### config.mk
export PLATFORM = sky130hd
export DESIGN_NAME = rsmt_acc
export DESIGN_NICKNAME = d
export VERILOG_FILES = /design/src/sv/rsmt_pkg.sv /design/src/sv/rsmt_acc.sv
export SDC_FILE = /design/constraint.sdc
export NUM_CORES = 1
export LEC_CHECK = 0
export ABC_AREA = 1
export ABC_CLOCK_PERIOD_IN_PS = 6200
export CAP_MARGIN = 15
export CORE_UTILIZATION = 45
export DETAILED_ROUTE_END_ITERATION = 7
export DONT_BUFFER_PORTS = 1
export PLACE_DENSITY = 0.59
export SLEW_MARGIN = 20
export SYNTH_ARGS = -nofsm -noshare
export SYNTH_HDL_FRONTEND = slang
export SYNTH_SLANG_ARGS = --single-unit
### constraint.sdc
create_clock -name clk -period 6.2 [get_ports clk]
set_input_delay 0.62 -clock clk [delete_from_list [all_inputs] [get_ports clk]]
set_output_delay 0.62 -clock clk [all_outputs]
set_load 0.02 [all_outputs]
### src/sv/rsmt_pkg.sv
// ============================================================================
// rsmt_pkg: shared types and constants for the range-max segment tree
// Field widths, function codes and the accumulator control bundle.
// ============================================================================
package rsmt_pkg;

    localparam int DATA_W  = 48;
    localparam int FIRST_W = 10;
    localparam int END_W   = 11;

    // func field codes
    localparam logic FUNC_QUERY = 1'b0;
    localparam logic FUNC_WRITE = 1'b1;

    typedef logic signed [DATA_W-1:0] data_t;

    // accumulator controls, in priority order
    typedef struct packed {
        logic clear;   // acc <= 0
        logic load;    // acc <= din
        logic take;    // acc <= rdata (first node of a query)
        logic merge;   // acc <= max(acc, rdata)
    } acc_ctl_t;

endpackage

### src/sv/rsmt_acc.sv
// ============================================================================
// rsmt_acc: shared max unit and accumulator
// One signed 48-bit compare, used by both the query walk and the write walk.
// ============================================================================
module rsmt_acc (
    input  logic               clk,
    input  rsmt_pkg::acc_ctl_t ctl,
    input  rsmt_pkg::data_t    din,
    input  rsmt_pkg::data_t    rdata,
    output rsmt_pkg::data_t    acc,
    output rsmt_pkg::data_t    acc_next
);

    rsmt_pkg::data_t acc_reg;
    rsmt_pkg::data_t mx;

    always_comb
    begin
        mx = (acc_reg > rdata) ? acc_reg : rdata;
        if (ctl.clear)
        begin
            acc_next = '0;
        end
        else if (ctl.load)
        begin
            acc_next = din;
        end
        else if (ctl.take)
        begin
            acc_next = rdata;
        end
        else if (ctl.merge)
        begin
            acc_next = mx;
        end
        else
        begin
            acc_next = acc_reg;
        end
    end

    always_ff @(posedge clk)
    begin
        acc_reg <= acc_next;
    end

    assign acc = acc_reg;

endmodule

=== After elaboration in Yosys (flattened, before gate mapping) ===
Index checks and enable logic that the tools add are counted.

* Add/sub/neg operators: 0
* Multiply operators: 0
* Divide/modulo/power cells: 0
* Magnitude comparators: 1
* Eq/ne operators: 0
* Shift-type cells: 0
* Muxes and demuxes: 5
* Bitwise operators: 0
* Reduce and logical (&&, ||, !) cells: 0

{| class="wikitable"
|+ Operators by type and width
! operator !! number
|-
| $mux W48 || 5
|-
| $gt A48 B48 Y1 || 1
|}

* Register bits: 48
* Bits in latches: 0
* Memory bits (writable): 0
* Bits in read-only memories: 0
* Bits of input ports: 101
* Output and inout bits: 96
* Word-level logic and storage cells: 7
* Memories kept: 0

=== Depth between registers and ports, before layout ===
* Depth in word-level cells: 6
* Gate-level depth with buffers: 21
* Depth with buffers taken out: 20

=== Least setup slack after synthesis ===
No wires, ideal clock.

* Kind: in2out
* From: input port rdata[47]
* To: output port acc_next[10]
* Arrival time: 2.517 ns
* Required time: 5.580 ns
* Setup slack: 3.063 ns
* Stages: 18
* Buffers on the path: 2
* Path through: inv_1 ha_1 nand2_1 nor2_2 nand2_1 nor2_2 inv_2 nor2_4 nand2_1 nand3_1 nand2_1 nand3_2 nand2_4 buf_6 buf_6 a21oi_2 nor2_1 nor2_1

* Longest elaborated chain between the ends: 6

{| class="wikitable"
|+ RTL lines
! item !! RTL line !! text
|-
| start, declared || rsmt_acc.sv:9 || <nowiki>input rsmt_pkg::data_t rdata,</nowiki>
|-
| $gt A48 B48 Y1 || rsmt_acc.sv:19 || <nowiki>mx = (acc_reg > rdata) ? acc_reg : rdata;</nowiki>
|-
| $mux W48 || rsmt_acc.sv:19 ||
|-
| $mux W48 || rsmt_acc.sv:32 || <nowiki>else if (ctl.merge)</nowiki>
|-
| $mux W48 || rsmt_acc.sv:28 || <nowiki>else if (ctl.take)</nowiki>
|-
| $mux W48 || rsmt_acc.sv:24 || <nowiki>else if (ctl.load)</nowiki>
|-
| $mux W48 || rsmt_acc.sv:20 || <nowiki>if (ctl.clear)</nowiki>
|-
| end, declared || rsmt_acc.sv:11 || <nowiki>output rsmt_pkg::data_t acc_next</nowiki>
|}

Every way passes these cells.

=== Worst setup path in the final report ===
* From: register acc_reg[47] (netlist: acc[47])
* To: output port acc_next[26]

* Longest elaborated chain between the ends: 6

{| class="wikitable"
|+ RTL lines
! item !! RTL line !! text
|-
| start, declared || rsmt_acc.sv:14 || <nowiki>rsmt_pkg::data_t acc_reg;</nowiki>
|-
| start signal, assigned || rsmt_acc.sv:44 || <nowiki>acc_reg <= acc_next;</nowiki>
|-
| $gt A48 B48 Y1 || rsmt_acc.sv:19 ||
|-
| $mux W48 || rsmt_acc.sv:19 ||
|-
| $mux W48 || rsmt_acc.sv:32 ||
|-
| $mux W48 || rsmt_acc.sv:28 ||
|-
| $mux W48 || rsmt_acc.sv:24 ||
|-
| $mux W48 || rsmt_acc.sv:20 ||
|}

Every way passes these cells.

==> impl_results.md <==
- Global-route wire length before repair: 14300 um
- Via count: 3587
- RSZ-0062 raised after global routing: false
- Status: finished, final reports clean
- First-pass DRT Iterations: 4
- Total track usage: 0.197
- Skew final: 7.66 ps
- TritonCTS buffer count: 5
- CTS root buf: clkbuf_8
- Clk pwr share: 0.233
- Max cap viols: 0
- Setup Viol. Count Final: 0
- Largest register FFs: 48
- Worst Setup SP: acc[47]
- Achievable Freq: 262 MHz
- HPWL after detailed placement: 6830 um
- Max H-tree Level: 2
- Commonest cells after routing, fill and taps aside: nor2_1, nand2_1, inv_1
- Detailed Route WL: 9220 um
- Most used cell, CP: nand2_1
- Worst Path Required: 5580 ps
- Post-CTS setup buffers: 0
- Placer Congestion: 0.750
- Area share of the leading cell type in the synthesized netlist: 0.246
- Dominant cell type by area after synthesis: dfxtp_1
- # IOs: 197
- Pwr Density: 212 nW/um^2
- DRC errors left: 0
- Setup_tns: 0 ps
- Via density per instance: 5.27
- Drt initial violations: 128
- Reg-to-reg slack, setup: 3170 ps
- Lkg Pwr: 2.00 nW
- Crit path cell chain: ha_1 -> nand2_1 -> nor2_2 -> nand2_1 -> nor2_2 -> inv_2 -> nor2_4 -> nand2_1 -> nand4_1 -> nand3_2 -> nand2_8 -> nand3_1 -> nand2_1 -> nor2_1 -> nor2_1
- Logic pwr share: 0.305
- Port Buf Inserts: 0
- Post-cts sizing count: 0
- Vias in the first global route: 3107
- Actual slew at the worst max-slew pin: 719 ps
- Peak VDD IR: 0.000109 V
- Rows: 33
- Psw: 0.341 mW
- CTS Sinks: 48
- Synthesized net count: 750
- Antenna cell count: 0
- Total Power: 0.845 mW
- Nets@finish: 724
- Placed insts: 673
- Slowest stage delay, CP: 510 ps
- Die area: 9070 um^2
- Initial Utilization: 0.472
- Longest Clk Path Bufs: 2
- Sw Ratio: 0.403
- Final Max Slew Viols: 0
- Die width: 95.3 um
- Largest net degree at the start of global routing: 97
- Worst path slowest cell: nand2_8
- Layout area overhead: 1.85%
- Cell Int Power: 0.504 mW
- Crit path launch type: flop
- Reg2reg start: acc[47]
- Netlist cell types: 22
- Wire per inst: 13.5 um
- Mapped Cells: 601
- Hold Startpoint: din[35]
- Hold-fix buffers, CTS: 0
- Flops & latches, synth: 48
- Flop pwr share: 0.462
- Clk_lat worst skew: 300 ps
- Critical Path End Type: primary output
- Final period demand of the worst path: 3810 ps
- Core area: 8300 um^2
- Post-route ant nets: 0
- Crit-path max FO: 96
- Register area share after synthesis: 0.246
- Final worst-path cycle share: 0.614
- Area of the mapped netlist: 3910 um^2
- Crit Path Class: flop to primary output
- Die H: 95.3 um
- Most common cell after layout, fill and taps aside: nor2_1
- HP Class: input pin to flop
- Register clock-pin slew on the reported worst setup and hold paths: 90 ps
- YS warnings: 0
- CTS tree: yes
- Initial antenna violation count: 0
- Congestion Overflow GR: 0
- Post-Syn Area per Cell: 6.51 um^2
- Endpoints failing hold: 0
- Main area contributors after synthesis: dfxtp_1, ha_1, nor2_1
- Non-Filler Instances: 681
- Slew margin rel.: 0.520
- Critical Path AT: 3190 ps
- Layout cell share with drive strength beyond 1: 0.0990
-- cells in the mapped netlist --
cell type  number
nand2_1       109
nand3_2         1
ha_1           48
nor2_2          2
nor2_1        110
clkinv_1        1
inv_2           1
a21oi_2        40
buf_2           5
a21oi_1        26
nor2_4          1
inv_1          67
nand4_1         4
dfxtp_1        48
nand2_4         1
clkbuf_1       21
o21a_1          1
a21o_1          3
buf_1           4
buf_6           5
nand3_1        53
o21ai_0        50
-- cells by family (layout without fill, tap and decap cells) --
kind of cell | Yosys count | in the layout | share of synthesized area
AOI/OAI and AO/OA | 120 | 120 | 0.194
adders and majority gates | 48 | 48 | 0.153
buffers and inverters | 104 | 79 | 0.111
DFF | 48 | 48 | 0.246
and+or+nand+nor | 281 | 281 | 0.296
-- path summary, 6_finish.rpt --
path                  endpoint  cells past startpoint
setup / recovery  acc_next[26]                     15
hold / removal         acc[35]                      2
setup reg to reg       acc[26]                     15
hold reg to reg        acc[31]                      4
-- area by class of cell --
class	count	area, um^2
Sequential cell	48	961
Timing Repair Buffer	2	15.0
Clock buffer	8	90.1
Tap cell	105	131
Fill cell	889	4310
Inverter	69	262
Multi-Input combinational cell	449	2530
-- per-stage QoR --
stage                     cell area (um^2)  hold WS [ps]  utilization  worst slack (ps)
after floorplan                       3910           767            -              3060
after global placement                3890           816        0.468              2260
after detailed placement              3890           812        0.468              2180
after CTS                             3980           648        0.479              2060
after global routing                  3990           642        0.480              2080
final                                 3990           653        0.480              2390
-- metal layers --
| metal | vias to the layer above | global-route usage | routed length (um) |
|---|---|---|---|
| met4 | 0 | 0.0530 | 109 |
| met1 | 1543 | 0.231 | 3930 |
| met2 | 137 | 0.348 | 4390 |
| met5 | - | 0 | 0 |
| met3 | 8 | 0.0566 | 800 |
| li1 | 1899 | - | - |
-- power groups by stage --
stage,sequential (mW),combinational (mW),clock [mW]
floorplan,0.389,0.232,0
global placement,0.398,0.254,0
detailed placement,0.398,0.258,0
CTS,0.391,0.259,0.207
global route,0.395,0.295,0.217
finish,0.390,0.258,0.197
-- critical path: cells and delay by family, from the launching register on --
kind,cells,cell delay [ps]
simple gates,13,1970
buf+inv,1,50
fa+ha+maj,1,380
flops,1,410
(Power assumes the default switching activity.)
